### config.mk
export PLATFORM = sky130hd
export DESIGN_NAME = drive_ratio_limiter
export DESIGN_NICKNAME = d
export VERILOG_FILES = /design/src/design/drl_pkg.sv /design/src/design/drl_datapath.sv /design/src/design/drl_seq.sv /design/src/design/drive_ratio_limiter.sv
export SDC_FILE = /design/constraint.sdc
export NUM_CORES = 2
export LEC_CHECK = 0
export BUFFER_PORTS_ARGS = -buffer_cell sky130_fd_sc_hd__clkbuf_2
export CAP_MARGIN = 30
export CORE_UTILIZATION = 50
export CTS_CLUSTER_DIAMETER = 30
export CTS_CLUSTER_SIZE = 30
export DETAILED_ROUTE_END_ITERATION = 10
export PLACE_DENSITY = 0.76
export SLEW_MARGIN = 20
export SYNTH_ARGS = -nofsm -noshare
export SYNTH_HDL_FRONTEND = slang
export SYNTH_SLANG_ARGS = --single-unit
export TNS_END_PERCENT = 50
### constraint.sdc
create_clock -name clk_i -period 22.5 [get_ports clk_i]
set_clock_uncertainty 0.05 [all_clocks]
set_input_delay 1.125 -clock clk_i [delete_from_list [all_inputs] [get_ports clk_i]]
set_output_delay 1.125 -clock clk_i [all_outputs]
set_load 0.02 [all_outputs]
### src/design/drl_pkg.sv
`timescale 1ns / 1ps

package drl_pkg;

  localparam int TANH_ENTRIES_DEF = 256;

  localparam int MUL_A_W = 26;
  localparam int MUL_B_W = 31;
  localparam int PROD_W  = 57;

  typedef enum logic [4:0] {
    OP_NOP,
    OP_SETX,
    OP_MUL_POS,
    OP_SPLIT,
    OP_LATCH_LO,
    OP_MUL_DF,
    OP_INTERP,
    OP_MUL_TA,
    OP_ACC_TA,
    OP_MUL_TB,
    OP_ACC_TB,
    OP_LOAD_NUM,
    OP_DIV_MUL,
    OP_DIV_QUO,
    OP_DIV_MULD,
    OP_DIV_COR,
    OP_RATIO_SET,
    OP_LOAD_CAPS,
    OP_RATIO_MIN,
    OP_LOWSPD,
    OP_LOAD_STEER,
    OP_STEER_SET,
    OP_NORM_INIT,
    OP_LOAD_CAPN,
    OP_FINISH
  } op_e;

  typedef enum logic [1:0] {
    DIV_1000,
    DIV_5,
    DIV_15
  } div_e;

  typedef struct packed {
    op_e  op;
    div_e dsel;
    logic rom_inc;
    logic load;
  } dp_ctrl_t;

  typedef struct packed {
    logic safe;
    logic no_cap;
    logic first_pass;
  } dp_status_t;

endpackage

### src/design/drl_datapath.sv
`timescale 1ns / 1ps

module drl_datapath #(
  parameter int TANH_ENTRIES = drl_pkg::TANH_ENTRIES_DEF
) (
  input  logic                clk_i,
  input  logic                rst_ni,
  input  logic                cfg_we_i,
  input  logic                cfg_wdata_i,
  input  drl_pkg::dp_ctrl_t   ctrl_i,
  output drl_pkg::dp_status_t status_o,
  input  logic [15:0]         speed_mag_i,
  input  logic signed [15:0]  speed_delta_i,
  input  logic signed [15:0]  pitch_rate_i,
  input  logic signed [15:0]  pitch_angle_i,
  input  logic signed [9:0]   throttle_cmd_i,
  output logic [15:0]         accel_ratio_o,
  output logic [15:0]         steer_ratio_o,
  output logic signed [1:0]   drive_dir_o
);

  import drl_pkg::*;

  localparam int IdxW = $clog2(TANH_ENTRIES);
  localparam logic [63:0] StepH = (64'd4 << 30) / (TANH_ENTRIES - 1);
  localparam logic [15:0] OneQ15 = 16'd32768;

  // The table points are worked out once at elaboration by the tanh addition rule.
  function automatic logic [TANH_ENTRIES*16-1:0] build_tab();
    logic [TANH_ENTRIES*16-1:0] tab;
    logic [63:0] h2, h3, h5, h7, th, t, num, den, quo, rem;
    tab = '0;
    h2  = (StepH * StepH) >> 30;
    h3  = (h2 * StepH) >> 30;
    h5  = (h3 * h2) >> 30;
    h7  = (h5 * h2) >> 30;
    th  = StepH - h3 / 64'd3 + (64'd2 * h5) / 64'd15 - (64'd17 * h7) / 64'd315;
    t   = '0;
    for (int k = 0; k < TANH_ENTRIES; k++) begin
      tab[k*16 +: 16] = 16'((t + 64'd16384) >> 15);
      num = (t + th) << 30;
      den = (64'd1 << 30) + ((t * th) >> 30);
      quo = '0;
      rem = '0;
      for (int b = 63; b >= 0; b--) begin
        rem = {rem[62:0], num[b]};
        if (rem >= den) begin
          rem    = rem - den;
          quo[b] = 1'b1;
        end
      end
      t = quo;
    end
    return tab;
  endfunction

  localparam logic [TANH_ENTRIES*16-1:0] TanhTab = build_tab();

  function automatic logic signed [MUL_B_W-1:0] div_recip(div_e d);
    logic signed [MUL_B_W-1:0] m;
    unique case (d)
      DIV_1000: m = 31'sd4294967;
      DIV_5:    m = 31'sd858993459;
      DIV_15:   m = 31'sd286331153;
      default:  m = '0;
    endcase
    return m;
  endfunction

  function automatic logic signed [MUL_B_W-1:0] div_const(div_e d);
    logic signed [MUL_B_W-1:0] c;
    unique case (d)
      DIV_1000: c = 31'sd1000;
      DIV_5:    c = 31'sd5;
      DIV_15:   c = 31'sd15;
      default:  c = 31'sd1;
    endcase
    return c;
  endfunction

  function automatic logic [23:0] clamp_n(logic signed [24:0] v, logic signed [24:0] lo,
                                          logic signed [24:0] hi);
    logic signed [24:0] r;
    if (v < lo) begin
      r = lo;
    end else if (v > hi) begin
      r = hi;
    end else begin
      r = v;
    end
    return r[23:0];
  endfunction

  logic [15:0]              s_q;
  logic signed [15:0]       ds_q, pr_q, p_q;
  logic signed [9:0]        cmd_q;
  logic                     safe_q;
  logic signed [9:0]        prev_q;
  logic signed [1:0]        dir_q;
  logic signed [17:0]       x_q;
  logic                     sign_q, pass_q;
  logic signed [PROD_W-1:0] prod_q;
  logic [IdxW-1:0]          idx_q;
  logic [14:0]              frac_q;
  logic [15:0]              rom_q, tlo_q;
  logic signed [16:0]       ta_q, tb_q;
  logic signed [24:0]       acc_q;
  logic [23:0]              n_q, q_q;
  logic [15:0]              ratio_q, steer_q;
  logic [15:0]              accel_out_q, steer_out_q;
  logic signed [1:0]        dir_out_q;

  logic signed [MUL_A_W-1:0] mul_a;
  logic signed [MUL_B_W-1:0] mul_b;
  logic                      mul_en;
  logic signed [PROD_W-1:0]  prod_d;
  logic [IdxW-1:0]           rom_addr;
  logic [17:0]               abs_x;
  logic [14:0]               pos_hi;
  logic                      sat;
  logic signed [16:0]        tdiff, tval, tval_s;
  logic signed [31:0]        step_r;
  logic signed [25:0]        div_rem;
  logic                      cap_pos, cap_neg;
  logic signed [24:0]        p64, cap_safe, cap_norm, steer_raw;
  logic signed [1:0]         dir_n;
  logic                      override;

  assign cap_pos = (cmd_q > 10'sd50) && (pr_q < -16'sd1000);
  assign cap_neg = (cmd_q < -10'sd50) && (pr_q > 16'sd1000);

  assign status_o.safe       = safe_q;
  assign status_o.no_cap     = !(cap_pos || cap_neg);
  assign status_o.first_pass = !pass_q;

  assign rom_addr = idx_q + IdxW'(ctrl_i.rom_inc);

  always_ff @(posedge clk_i) begin
    rom_q <= TanhTab[{rom_addr, 4'b0000} +: 16];
  end

  always_comb begin
    abs_x     = x_q[17] ? 18'(-x_q) : 18'(x_q);
    tdiff     = $signed({1'b0, rom_q}) - $signed({1'b0, tlo_q});
    mul_en    = 1'b1;
    mul_a     = '0;
    mul_b     = '0;
    unique case (ctrl_i.op)
      OP_MUL_POS: begin
        mul_a = MUL_A_W'($signed({1'b0, abs_x}));
        mul_b = MUL_B_W'(TANH_ENTRIES - 1);
      end
      OP_MUL_DF: begin
        mul_a = MUL_A_W'(tdiff);
        mul_b = MUL_B_W'($signed({1'b0, frac_q}));
      end
      OP_MUL_TA: begin
        mul_a = MUL_A_W'(ta_q);
        mul_b = 31'sd125;
      end
      OP_MUL_TB: begin
        mul_a = MUL_A_W'(tb_q);
        mul_b = 31'sd100;
      end
      OP_DIV_MUL: begin
        mul_a = $signed({2'b00, n_q});
        mul_b = div_recip(ctrl_i.dsel);
      end
      OP_DIV_MULD: begin
        mul_a = $signed({2'b00, q_q});
        mul_b = div_const(ctrl_i.dsel);
      end
      default: mul_en = 1'b0;
    endcase
    prod_d = PROD_W'(mul_a) * PROD_W'(mul_b);
  end

  always_comb begin
    pos_hi    = prod_q[28:14];
    sat       = pos_hi >= 15'(TANH_ENTRIES - 1);
    step_r    = ($signed(prod_q[31:0]) + 32'sd8192) >>> 14;
    tval      = $signed({1'b0, tlo_q}) + 17'(step_r);
    tval_s    = sign_q ? -tval : tval;
    div_rem   = $signed({2'b00, n_q}) - $signed(prod_q[25:0]);
    p64       = {{3{p_q[15]}}, p_q, 6'b000000};
    cap_safe  = cap_pos ? 25'sd180224 + p64 : 25'sd180224 - p64;
    cap_norm  = cap_pos ? 25'sd589824 + p64 : 25'sd589824 - p64;
    steer_raw = 25'sd196608 - $signed({7'b0000000, s_q, 2'b00});
  end

  always_comb begin
    dir_n = dir_q;
    if ((s_q > 16'd2048) && ((ds_q > 16'sd2048) || (dir_q == 2'sd0))) begin
      if (prev_q > 10'sd30) begin
        dir_n = 2'sd1;
      end else if (prev_q < -10'sd30) begin
        dir_n = -2'sd1;
      end
    end
    if (s_q <= 16'd40) begin
      dir_n = 2'sd0;
    end
    override = (cmd_q != 10'sd0) && (dir_n != 2'sd0) && (cmd_q[9] != dir_n[1]);
  end

  always_ff @(posedge clk_i or negedge rst_ni) begin
    if (!rst_ni) begin
      safe_q <= 1'b0;
      prev_q <= '0;
      dir_q  <= '0;
    end else begin
      if (cfg_we_i) begin
        safe_q <= cfg_wdata_i;
      end
      if (ctrl_i.op == OP_FINISH) begin
        prev_q <= cmd_q;
        dir_q  <= dir_n;
      end
    end
  end

  always_ff @(posedge clk_i) begin
    if (ctrl_i.load) begin
      s_q   <= speed_mag_i;
      ds_q  <= speed_delta_i;
      pr_q  <= pitch_rate_i;
      p_q   <= pitch_angle_i;
      cmd_q <= throttle_cmd_i;
    end
    if (mul_en) begin
      prod_q <= prod_d;
    end
    unique case (ctrl_i.op)
      OP_SETX: begin
        x_q    <= 18'sd8192 - $signed({2'b00, s_q});
        pass_q <= 1'b0;
      end
      OP_MUL_POS:  sign_q <= x_q[17];
      OP_SPLIT: begin
        idx_q  <= sat ? IdxW'(TANH_ENTRIES - 2) : pos_hi[IdxW-1:0];
        frac_q <= sat ? 15'd16384 : {1'b0, prod_q[13:0]};
      end
      OP_LATCH_LO: tlo_q <= rom_q;
      OP_INTERP: begin
        if (!pass_q) begin
          ta_q <= tval_s;
          x_q  <= 18'sd4096 - $signed({1'b0, s_q, 1'b0});
        end else begin
          tb_q <= tval_s;
        end
        pass_q <= !pass_q;
      end
      OP_ACC_TA:    acc_q <= 25'sd5734400 + 25'(prod_q);
      OP_ACC_TB:    acc_q <= acc_q - 25'(prod_q);
      OP_LOAD_NUM:  n_q <= (acc_q[24] ? 24'd0 : acc_q[23:0]) + 24'd500;
      OP_DIV_QUO:   q_q <= prod_q[55:32];
      OP_DIV_COR: begin
        if (div_rem >= 26'(div_const(ctrl_i.dsel))) begin
          q_q <= q_q + 24'd1;
        end
      end
      OP_RATIO_SET: ratio_q <= q_q[15:0];
      OP_LOAD_CAPS: n_q <= clamp_n(cap_safe, 25'sd32768, 25'sd163840);
      OP_RATIO_MIN: begin
        if (q_q[15:0] < ratio_q) begin
          ratio_q <= q_q[15:0];
        end
      end
      OP_LOWSPD: begin
        if (s_q <= 16'd286) begin
          ratio_q <= OneQ15;
        end
      end
      OP_LOAD_STEER: n_q <= clamp_n(steer_raw, 25'sd49152, 25'sd163840);
      OP_STEER_SET:  steer_q <= q_q[15:0];
      OP_NORM_INIT: begin
        steer_q <= OneQ15;
        ratio_q <= OneQ15;
      end
      OP_LOAD_CAPN: n_q <= clamp_n(cap_norm, 25'sd98304, 25'sd491520);
      OP_FINISH: begin
        accel_out_q <= override ? OneQ15 : ratio_q;
        steer_out_q <= steer_q;
        dir_out_q   <= dir_n;
      end
      default: ;
    endcase
  end

  assign accel_ratio_o = accel_out_q;
  assign steer_ratio_o = steer_out_q;
  assign drive_dir_o   = dir_out_q;

endmodule

### src/design/drl_seq.sv
`timescale 1ns / 1ps

module drl_seq (
  input  logic                clk_i,
  input  logic                rst_ni,
  input  logic                in_valid_i,
  output logic                in_stall_o,
  output logic                out_valid_o,
  input  logic                out_stall_i,
  input  drl_pkg::dp_status_t status_i,
  output drl_pkg::dp_ctrl_t   ctrl_o
);

  import drl_pkg::*;

  localparam int PcW = 6;
  localparam logic [PcW-1:0] PcLoop   = 6'd1;
  localparam logic [PcW-1:0] PcLowspd = 6'd23;
  localparam logic [PcW-1:0] PcNorm   = 6'd30;
  localparam logic [PcW-1:0] PcFin    = 6'd37;

  typedef enum logic [2:0] {
    JMP_NONE,
    JMP_ALWAYS,
    JMP_NOT_SAFE,
    JMP_NO_CAP,
    JMP_FIRST
  } jmp_e;

  typedef struct packed {
    op_e            op;
    div_e           dsel;
    logic           rom_inc;
    jmp_e           jmp;
    logic [PcW-1:0] target;
  } ucw_t;

  function automatic ucw_t uw(op_e op, div_e dsel, logic inc, jmp_e jmp, logic [PcW-1:0] tgt);
    ucw_t w;
    w.op      = op;
    w.dsel    = dsel;
    w.rom_inc = inc;
    w.jmp     = jmp;
    w.target  = tgt;
    return w;
  endfunction

  // Safe mode runs the tanh lookup twice, then two or three divisions by constants.
  function automatic ucw_t ucode(logic [PcW-1:0] pc);
    ucw_t w;
    unique case (pc)
      6'd0:  w = uw(OP_SETX,       DIV_1000, 1'b0, JMP_NOT_SAFE, PcNorm);
      6'd1:  w = uw(OP_MUL_POS,    DIV_1000, 1'b0, JMP_NONE,     '0);
      6'd2:  w = uw(OP_SPLIT,      DIV_1000, 1'b0, JMP_NONE,     '0);
      6'd3:  w = uw(OP_NOP,        DIV_1000, 1'b0, JMP_NONE,     '0);
      6'd4:  w = uw(OP_LATCH_LO,   DIV_1000, 1'b1, JMP_NONE,     '0);
      6'd5:  w = uw(OP_MUL_DF,     DIV_1000, 1'b0, JMP_NONE,     '0);
      6'd6:  w = uw(OP_INTERP,     DIV_1000, 1'b0, JMP_FIRST,    PcLoop);
      6'd7:  w = uw(OP_MUL_TA,     DIV_1000, 1'b0, JMP_NONE,     '0);
      6'd8:  w = uw(OP_ACC_TA,     DIV_1000, 1'b0, JMP_NONE,     '0);
      6'd9:  w = uw(OP_MUL_TB,     DIV_1000, 1'b0, JMP_NONE,     '0);
      6'd10: w = uw(OP_ACC_TB,     DIV_1000, 1'b0, JMP_NONE,     '0);
      6'd11: w = uw(OP_LOAD_NUM,   DIV_1000, 1'b0, JMP_NONE,     '0);
      6'd12: w = uw(OP_DIV_MUL,    DIV_1000, 1'b0, JMP_NONE,     '0);
      6'd13: w = uw(OP_DIV_QUO,    DIV_1000, 1'b0, JMP_NONE,     '0);
      6'd14: w = uw(OP_DIV_MULD,   DIV_1000, 1'b0, JMP_NONE,     '0);
      6'd15: w = uw(OP_DIV_COR,    DIV_1000, 1'b0, JMP_NONE,     '0);
      6'd16: w = uw(OP_RATIO_SET,  DIV_1000, 1'b0, JMP_NO_CAP,   PcLowspd);
      6'd17: w = uw(OP_LOAD_CAPS,  DIV_5,    1'b0, JMP_NONE,     '0);
      6'd18: w = uw(OP_DIV_MUL,    DIV_5,    1'b0, JMP_NONE,     '0);
      6'd19: w = uw(OP_DIV_QUO,    DIV_5,    1'b0, JMP_NONE,     '0);
      6'd20: w = uw(OP_DIV_MULD,   DIV_5,    1'b0, JMP_NONE,     '0);
      6'd21: w = uw(OP_DIV_COR,    DIV_5,    1'b0, JMP_NONE,     '0);
      6'd22: w = uw(OP_RATIO_MIN,  DIV_5,    1'b0, JMP_NONE,     '0);
      6'd23: w = uw(OP_LOWSPD,     DIV_5,    1'b0, JMP_NONE,     '0);
      6'd24: w = uw(OP_LOAD_STEER, DIV_5,    1'b0, JMP_NONE,     '0);
      6'd25: w = uw(OP_DIV_MUL,    DIV_5,    1'b0, JMP_NONE,     '0);
      6'd26: w = uw(OP_DIV_QUO,    DIV_5,    1'b0, JMP_NONE,     '0);
      6'd27: w = uw(OP_DIV_MULD,   DIV_5,    1'b0, JMP_NONE,     '0);
      6'd28: w = uw(OP_DIV_COR,    DIV_5,    1'b0, JMP_NONE,     '0);
      6'd29: w = uw(OP_STEER_SET,  DIV_5,    1'b0, JMP_ALWAYS,   PcFin);
      6'd30: w = uw(OP_NORM_INIT,  DIV_15,   1'b0, JMP_NO_CAP,   PcFin);
      6'd31: w = uw(OP_LOAD_CAPN,  DIV_15,   1'b0, JMP_NONE,     '0);
      6'd32: w = uw(OP_DIV_MUL,    DIV_15,   1'b0, JMP_NONE,     '0);
      6'd33: w = uw(OP_DIV_QUO,    DIV_15,   1'b0, JMP_NONE,     '0);
      6'd34: w = uw(OP_DIV_MULD,   DIV_15,   1'b0, JMP_NONE,     '0);
      6'd35: w = uw(OP_DIV_COR,    DIV_15,   1'b0, JMP_NONE,     '0);
      6'd36: w = uw(OP_RATIO_SET,  DIV_15,   1'b0, JMP_NONE,     '0);
      6'd37: w = uw(OP_FINISH,     DIV_15,   1'b0, JMP_NONE,     '0);
      default: w = uw(OP_NOP,      DIV_1000, 1'b0, JMP_ALWAYS,   PcFin);
    endcase
    return w;
  endfunction

  logic           busy_q, busy_d;
  logic [PcW-1:0] pc_q, pc_d;
  logic           out_valid_q, out_valid_d;
  ucw_t           cur;
  logic           accept, out_free, hold, run, taken;

  assign cur      = ucode(pc_q);
  assign accept   = in_valid_i && !busy_q;
  assign out_free = !out_valid_q || !out_stall_i;
  assign hold     = busy_q && (cur.op == OP_FINISH) && !out_free;
  assign run      = busy_q && !hold;

  always_comb begin
    unique case (cur.jmp)
      JMP_NONE:     taken = 1'b0;
      JMP_ALWAYS:   taken = 1'b1;
      JMP_NOT_SAFE: taken = !status_i.safe;
      JMP_NO_CAP:   taken = status_i.no_cap;
      JMP_FIRST:    taken = status_i.first_pass;
      default:      taken = 1'b0;
    endcase
  end

  always_comb begin
    busy_d      = busy_q;
    pc_d        = pc_q;
    out_valid_d = out_valid_q && out_stall_i;
    if (accept) begin
      busy_d = 1'b1;
      pc_d   = '0;
    end else if (run) begin
      if (cur.op == OP_FINISH) begin
        busy_d      = 1'b0;
        out_valid_d = 1'b1;
      end else if (taken) begin
        pc_d = cur.target;
      end else begin
        pc_d = pc_q + 6'd1;
      end
    end
  end

  always_comb begin
    ctrl_o.op      = run ? cur.op : OP_NOP;
    ctrl_o.dsel    = cur.dsel;
    ctrl_o.rom_inc = cur.rom_inc;
    ctrl_o.load    = accept;
  end

  always_ff @(posedge clk_i or negedge rst_ni) begin
    if (!rst_ni) begin
      busy_q      <= 1'b0;
      pc_q        <= '0;
      out_valid_q <= 1'b0;
    end else begin
      busy_q      <= busy_d;
      pc_q        <= pc_d;
      out_valid_q <= out_valid_d;
    end
  end

  assign in_stall_o  = busy_q;
  assign out_valid_o = out_valid_q;

endmodule

### src/design/drive_ratio_limiter.sv
// A new beat is taken only while the block is idle: in_stall_o is high from an accepted
// beat until its result is written to the output registers, and a result waits there
// while out_stall_i holds the previous one. In safe mode the microcode program steps one
// shared multiplier through two tanh lookups and up to three divisions by constants; in
// normal mode it runs at most one division, and only when a hill cap applies.
// Reset: rst_ni is asynchronous and active low; it clears the sequencer, safe_mode, the
// direction memory and the previous throttle. The tanh table is a constant ROM.
`timescale 1ns / 1ps

module drive_ratio_limiter #(
  parameter int TANH_ENTRIES = drl_pkg::TANH_ENTRIES_DEF
) (
  input  logic               clk_i,
  input  logic               rst_ni,
  input  logic               cfg_we_i,
  input  logic               cfg_wdata_i,
  input  logic               in_valid_i,
  output logic               in_stall_o,
  input  logic [15:0]        speed_mag_i,
  input  logic signed [15:0] speed_delta_i,
  input  logic signed [15:0] pitch_rate_i,
  input  logic signed [15:0] pitch_angle_i,
  input  logic signed [9:0]  throttle_cmd_i,
  output logic               out_valid_o,
  input  logic               out_stall_i,
  output logic [15:0]        accel_ratio_o,
  output logic [15:0]        steer_ratio_o,
  output logic signed [1:0]  drive_dir_o
);

  import drl_pkg::*;

  dp_ctrl_t   ctrl;
  dp_status_t status;

  drl_seq u_seq (
    .clk_i       (clk_i),
    .rst_ni      (rst_ni),
    .in_valid_i  (in_valid_i),
    .in_stall_o  (in_stall_o),
    .out_valid_o (out_valid_o),
    .out_stall_i (out_stall_i),
    .status_i    (status),
    .ctrl_o      (ctrl)
  );

  drl_datapath #(
    .TANH_ENTRIES (TANH_ENTRIES)
  ) u_datapath (
    .clk_i          (clk_i),
    .rst_ni         (rst_ni),
    .cfg_we_i       (cfg_we_i),
    .cfg_wdata_i    (cfg_wdata_i),
    .ctrl_i         (ctrl),
    .status_o       (status),
    .speed_mag_i    (speed_mag_i),
    .speed_delta_i  (speed_delta_i),
    .pitch_rate_i   (pitch_rate_i),
    .pitch_angle_i  (pitch_angle_i),
    .throttle_cmd_i (throttle_cmd_i),
    .accel_ratio_o  (accel_ratio_o),
    .steer_ratio_o  (steer_ratio_o),
    .drive_dir_o    (drive_dir_o)
  );

endmodule

Yosys cells after proc, flatten, opt, wreduce, memory -nomap -nowiden

Memories as Yosys holds them, arrays and structs flattened.
Cells that the tools add are included.

Add/subtract/negate cells: 19
Multiply operators: 1
Divide/modulo/power cells: 0
Magnitude comparators: 19
Equal/unequal tests: 37
Shifts and indexed selects: 1
Multiplexer cells: 45
Bitwise operators: 1
Reductions and logical operators: 41

Operators with widths:

| cell                                                           | number |
|---|---|
| variable part select 4096 x 13 -> 16 bit, first input constant | 1 |
| two-way mux 24 bit                                             | 8 |
| case mux 30 bit (6 select lines)                               | 1 |
| case mux 26 bit (6 select lines)                               | 1 |
| case mux 24 bit (4 select lines)                               | 1 |
| case mux 30 bit (3 select lines)                               | 1 |
| case mux 16 bit (4 select lines)                               | 1 |
| multiplier 26 x 31 -> 56 bit                                   | 1 |
| equality test 5 bit, second input constant                     | 10 |
| two-way mux 25 bit                                             | 2 |
| case mux 25 bit (2 select lines)                               | 1 |
| case mux 24 bit (2 select lines)                               | 1 |
| equality test 5 x 4 -> 1 bit, second input constant            | 8 |
| two-way mux 18 bit                                             | 2 |
| case mux 18 bit (2 select lines)                               | 1 |
| two-way mux 16 bit                                             | 2 |
| case mux 16 bit (2 select lines)                               | 1 |
| adder 31 x 15 -> 31 bit, second input constant                 | 1 |
| case mux 10 bit (3 select lines)                               | 1 |
| >= comparator 26 bit                                           | 1 |
| two-way mux 26 bit                                             | 1 |
| subtractor 25 x 26 -> 26 bit                                   | 1 |
| adder 24 x 25 -> 25 bit, first input constant                  | 1 |
| > comparator 25 x 19 -> 1 bit, second input constant           | 1 |
| 63 further kinds                                               | 114 |

Register bits after elaboration: 399
Bits in latches: 0
RAM bits: 0
ROM bits: 1088
Output and inout port bits: 36
Word-level logic and storage cells: 195
Memories kept: 1

Memory list:

| memory          | words | width | rd ports | clocked after Yosys merged registers in | wr ports | line          | RTL |
|---|---|---|---|---|---|---|---|
| (no name shown) | 64    | 17    | 1        | 0                                       | 0        | drl_seq.sv:51 | `unique case (pc)` |

Longest topological paths before layout

Word-level depth: 12
Gate-level depth with buffers: 39

Cells and area by module

A second synthesis with hierarchy kept.

Cell total of the unflattened synthesis: 5478
Area, all modules: 49459.9 um^2

Modules (own cells, without submodules):

| module       | instances | cells an instance | area an instance (um^2) |
|---|---|---|---|
| drl_datapath | 1         | 5341              | 48337.6 |
| drl_seq      | 1         | 137               | 1122.3 |

Worst setup path after synthesis

OpenSTA, ideal clock, no wires.

Path kind: reg-to-reg
Start: register u_seq.pc_q[0]
End: register u_datapath.prod_q[54], data pin
Arrival: 9.219 ns
Data required time: 22.192 ns
Slack: 12.973 ns
Stages on the path, launching flop included: 38
Buffers on the path: 3
Clock period less this slack: 9.527 ns
Cell sequence: dfrtp_1 > inv_1 > ha_1 > nor2b_1 > o21ai_1 > a21oi_1 > or2_2 > buf_2 > nor3_1 > clkbuf_1 > a22oi_1 > o31a_1 > o211ai_2 > buf_2 > nand2_1 > fa_1 > inv_1 > fa_1 > [... 2 more ...] > fa_1 > fa_1 > inv_1 > fa_1 > inv_1 > fa_1 > inv_1 > ha_1 > a21o_1 > a21o_1 > a211oi_1 > a21oi_1 > o21ai_0 > o211ai_1 > a221oi_1 > o21ai_0 > a21o_1 > xor2_1

Cells in the longest elaborated chain, start to end: 10
Elaborated cells between the ends (all ways): 21
Those cells by class: mul: 1; eq/ne: 9; mux: 5; reduce/logical: 5; memory: 1

Ends and longest elaborated chain:

| item                                                                                 | line                | RTL |
|---|---|---|
| from (decl)                                                                          | drl_seq.sv:96       | `logic [PcW-1:0] pc_q, pc_d;` |
| from (signal assigned)                                                               | drl_seq.sv:151      | `pc_q <= pc_d;` |
| memory read (64 x 17 bit) (*)                                                        | -                   |  |
| equality test 5 bit                                                                  | drl_seq.sv:104      | `assign hold = busy_q && (cur.op == OP_FINISH) && !out_free;` |
| logical AND 1 bit (2 in a row)                                                       | drl_seq.sv:104      |  |
| logical NOT 1 bit                                                                    | drl_seq.sv:105      | `assign run = busy_q && !hold;` |
| logical AND 1 bit                                                                    | drl_seq.sv:105      |  |
| two-way mux 5 bit                                                                    | drl_seq.sv:138      | `ctrl_o.op = run ? cur.op : OP_NOP;` |
| equality test 5 x 4 -> 1 bit (tied with other cells)                                 | drl_datapath.sv:148 | `unique case (ctrl_i.op)` |
| case mux 26 bit (6 select lines) or case mux 30 bit (6 select lines) (tied branches) | drl_datapath.sv:148 |  |
| multiplier 26 x 31 -> 56 bit (*)                                                     | drl_datapath.sv:175 | `prod_d = PROD_W'(mul_a) * PROD_W'(mul_b);` |
| named net u_datapath.prod_d[54]                                                      | drl_datapath.sv:116 | `logic signed [PROD_W-1:0] prod_d;` |
| to (signal assigned)                                                                 | drl_datapath.sv:231 | `prod_q <= prod_d;` |
| to (decl)                                                                            | drl_datapath.sv:102 | `logic signed [PROD_W-1:0] prod_q;` |

The timed path passes the listed nets; every way through them passes the cells marked *.
A chain may end at the register's enable or synchronous reset.

Worst setup path in the final report

Same ends and word-level chain as after synthesis.

==> results by group <==
Clocking
  – Inserted Clock Buffers: 80
  – Max Root-Sink Buffers: 3
  – CTS tree: yes
  – # hold bufs at CTS: 0
  – H-tree Lvls: 3
  – Setup Buffers After CTS: 0
  – Cts repair resizes: 0
  – CTS Sinks: 396
  – Clock latency on the worst-skew pair: 640 ps
  – Root Buffer: clkbuf_16
  – Clock-pin slew on the worst setup and hold paths: 50 ps

Setup path
  – Startpoint Class: flip-flop
  – Arrival @ worst endpoint: 12,760 ps
  – Most used cell, CP: fa_1
  – R2R setup slack: 10,040 ps
  – Crit-path max cell delay: 920 ps
  – Slowest CP cell: a221o_1
  – CP endpoint kind: flip-flop
  – Crit-path max FO: 17
  – Required time of the critical path: 22,810 ps
  – CP Class: reg -> reg
  – Crit path from: u_seq.pc_q[0]
  – R2r startpoint: u_seq.pc_q[0]
  – CP endpoint: u_datapath.prod_q[54]
  – Worst reg2reg path depth: 32
  – R2r endpoint: u_datapath.prod_q[54]

Min path
  – Hold WC Path Type: reg -> reg
  – Hold Path Origin: u_datapath.steer_q[10]

Floorplanning
  – Initial Utilization: 0.505
  – Die width: 315 um
  – Core Rows: 114
  – I/O Pins: 116
  – Core footprint: 96,700 um2
  – Die area: 99,000 um2
  – Die height: 315 um

Logic synthesis
  – Synthesis Warnings: 0
  – Top-area cell type share of the netlist area: 0.224
  – Post-synth EDFFs: 360
  – Top-count cell post-synth: inv_1
  – Post-synthesis cell type count: 110
  – Post-synthesis register bit count: 396
  – Post-Syn Area: 48,900 um2
  – Synth top cells by count: inv_1, nand2_1, fa_1
  – Register area share after synthesis: 0.238
  – Synth Flop Type: edfxtp_1
  – Top cells by area, synth: fa_1, edfxtp_1, ha_1
  – Syn_area_per_cell: 9.11 um2
  – Syn Inst Count: 5,361
  – Area leader, netlist: fa_1
  – Fraction of registers with async set/reset: 0.0530

Outcome
  – Status: finished, final reports clean

Detailed routing
  – WL/cell: 23.5 um
  – DR iter-0 viols: 5,039
  – Final ANT Viol Nets: 0
  – Vias per cell: 6.16
  – Post-route DRC violation count: 0
  – DR pass1 iterations: 9
  – Vias: 41,600
  – Drt total wl: 158,000 um

Global routing
  – GR Util met1: 0.428
  – Total track usage: 0.321
  – First-pass GRT wire length: 242,000 um
  – GR Overflow Total: 0
  – Initial antenna violation count: 2
  – Met3 Use GR: 0.0669
  – Largest net degree at the start of global routing: 80
  – GRT busiest layer: met2
  – Global routing met2 resource utilization: 0.497
  – Vias in the first global route: roughly 40,000

Timing
  – Final hold violations: 0
  – Fmax: 80.3 MHz
  – Final Max Tran Viols: 0
  – Least-Margin Pin Slew: 1070 ps
  – RSZ-0062 raised after global routing: false
  – Setup TNS: 0 ps
  – Fin crit period: 12,460 ps
  – Part of the cycle the worst path needs: 0.554
  – Final setup violation count: 0
  – Max-slew headroom: 0.289

Place
  – HPWL after DPL: 122,000 um
  – IO Port Bufs: 115
  – Final RePlAce weighted congestion: 1.08

Final layout
  – Area Growth Syn to Fin: 10.3%
  – Filler cells: 8,374
  – Layout cell share with drive strength beyond 1: 0.0809
  – Number of nets at the end of the flow: around 6,500

Run
  – Max-cap viol count: 0
[state kept, by name, indices dropped and copies added, names as in the netlist, 2 cells and up]
| name | count |
|---|---|
| u_datapath.ratio_q | 16 |
| u_datapath.acc_q | 25 |
| u_datapath.frac_q | 15 |
| u_datapath.idx_q | 8 |
| u_datapath.n_q | 24 |
| u_datapath.dir_q | 2 |
| u_datapath.prev_q | 10 |
| u_datapath.rom_q | 15 |
| u_datapath.accel_ratio_o | 16 |
| u_datapath.p_q | 16 |
| u_datapath.x_q | 18 |
| u_datapath.q_q | 24 |
| u_datapath.ta_q | 17 |
| u_datapath.pr_q | 16 |
| u_datapath.tlo_q | 15 |
| u_datapath.tb_q | 17 |
| u_datapath.steer_ratio_o | 16 |
| u_datapath.prod_q | 55 |
| u_datapath.ds_q | 16 |
| u_datapath.drive_dir_o | 2 |
| u_datapath.s_q | 16 |
| u_datapath.cmd_q | 10 |
| u_seq.pc_q | 6 |
| u_datapath.steer_q | 16 |
[cells by family after synthesis]
| family | count (synthesis) | share of synthesized area |
|---|---|---|
| buffers and inverters | 1060 | 0.0838 |
| muxes | 33 | 0.00743 |
| adders and majority gates | 979 | 0.335 |
| DFF | 396 | 0.238 |
| xor gates and xnor gates | 245 | 0.0439 |
| AOI/OAI and AO/OA | 1035 | 0.140 |
| other | 1 | 0.0000768 |
| and+or+nand+nor | 1612 | 0.151 |
[per-stage QoR]
step | util | setup WS (ps) | std cells | hold slack (ps) | cell area [um2]
after CTS | 0.556 | 10390 | 6744 | 368 | 53800
after global placement | 0.525 | 10580 | 6590 | 354 | 50800
after global routing | 0.557 | 9500 | 6753 | 376 | 53900
after floorplan | - | 12970 | 5366 | 350 | 48900
after detailed placement | 0.526 | 10490 | 6595 | 357 | 50900
final | 0.557 | 10040 | 6755 | 367 | 53900
[cell type report]
type                            count  area (um2)  area share
Multi-Input combinational cell   3910       33300       0.619
Sequential cell                   396       11600       0.216
Inverter                          810        3050      0.0565
Clock buffer                       85        2020      0.0375
Tap cell                         1276        1600      0.0296
Timing Repair Buffer              212        1370      0.0253
Clock inverter                     64         890      0.0165
Antenna cell                        2        5.00   0.0000929
[critical path: cells and delay by family (launching register included)]
family / cells / cell delay, ps
flip-flops: 1 / 550
adder cells (fa/ha/maj): 9 / 4540
buffers and inverters: 4 / 380
AND/OR/NAND/NOR: 5 / 1570
AO/OA/AOI/OAI: 13 / 4920
XOR/XNOR: 1 / 140
[worst min path at each step]
stage,end,slack [ps],cells after the start
after floorplan,u_datapath.steer_ratio_o[0],350,0
after global placement,u_datapath.steer_ratio_o[2],350,0
after detailed placement,u_datapath.steer_ratio_o[7],360,0
after CTS,u_datapath.steer_ratio_o[10],370,0
after global routing,u_datapath.steer_ratio_o[2],380,0
final,u_datapath.steer_ratio_o[10],370,0
[metal layers]
layer | share of wire | wire (um) | up-vias
li1 | - | - | 18300
met1 | 0.39 | 61400 | 20300
met2 | 0.45 | 70600 | 2533
met3 | 0.11 | 17000 | 495
met4 | 0.060 | 9560 | 0
met5 | 0 | 0 | -
[placed cells by master (no fill, tap or decap), types with 81 or more instances in the layout]
master,instances
o21ai_0,230
a21oi_1,255
nor2_1,483
xnor2_1,156
nand3_1,114
nand2_1,553
fa_1,547
ha_1,432
clkbuf_2,116
inv_1,802
and2_1,91
buf_4,83
xor2_1,81
edfxtp_1,360
Power is not shown: default switching activity piles up to over one toggle a cycle in this logic, so the estimate is an artifact.
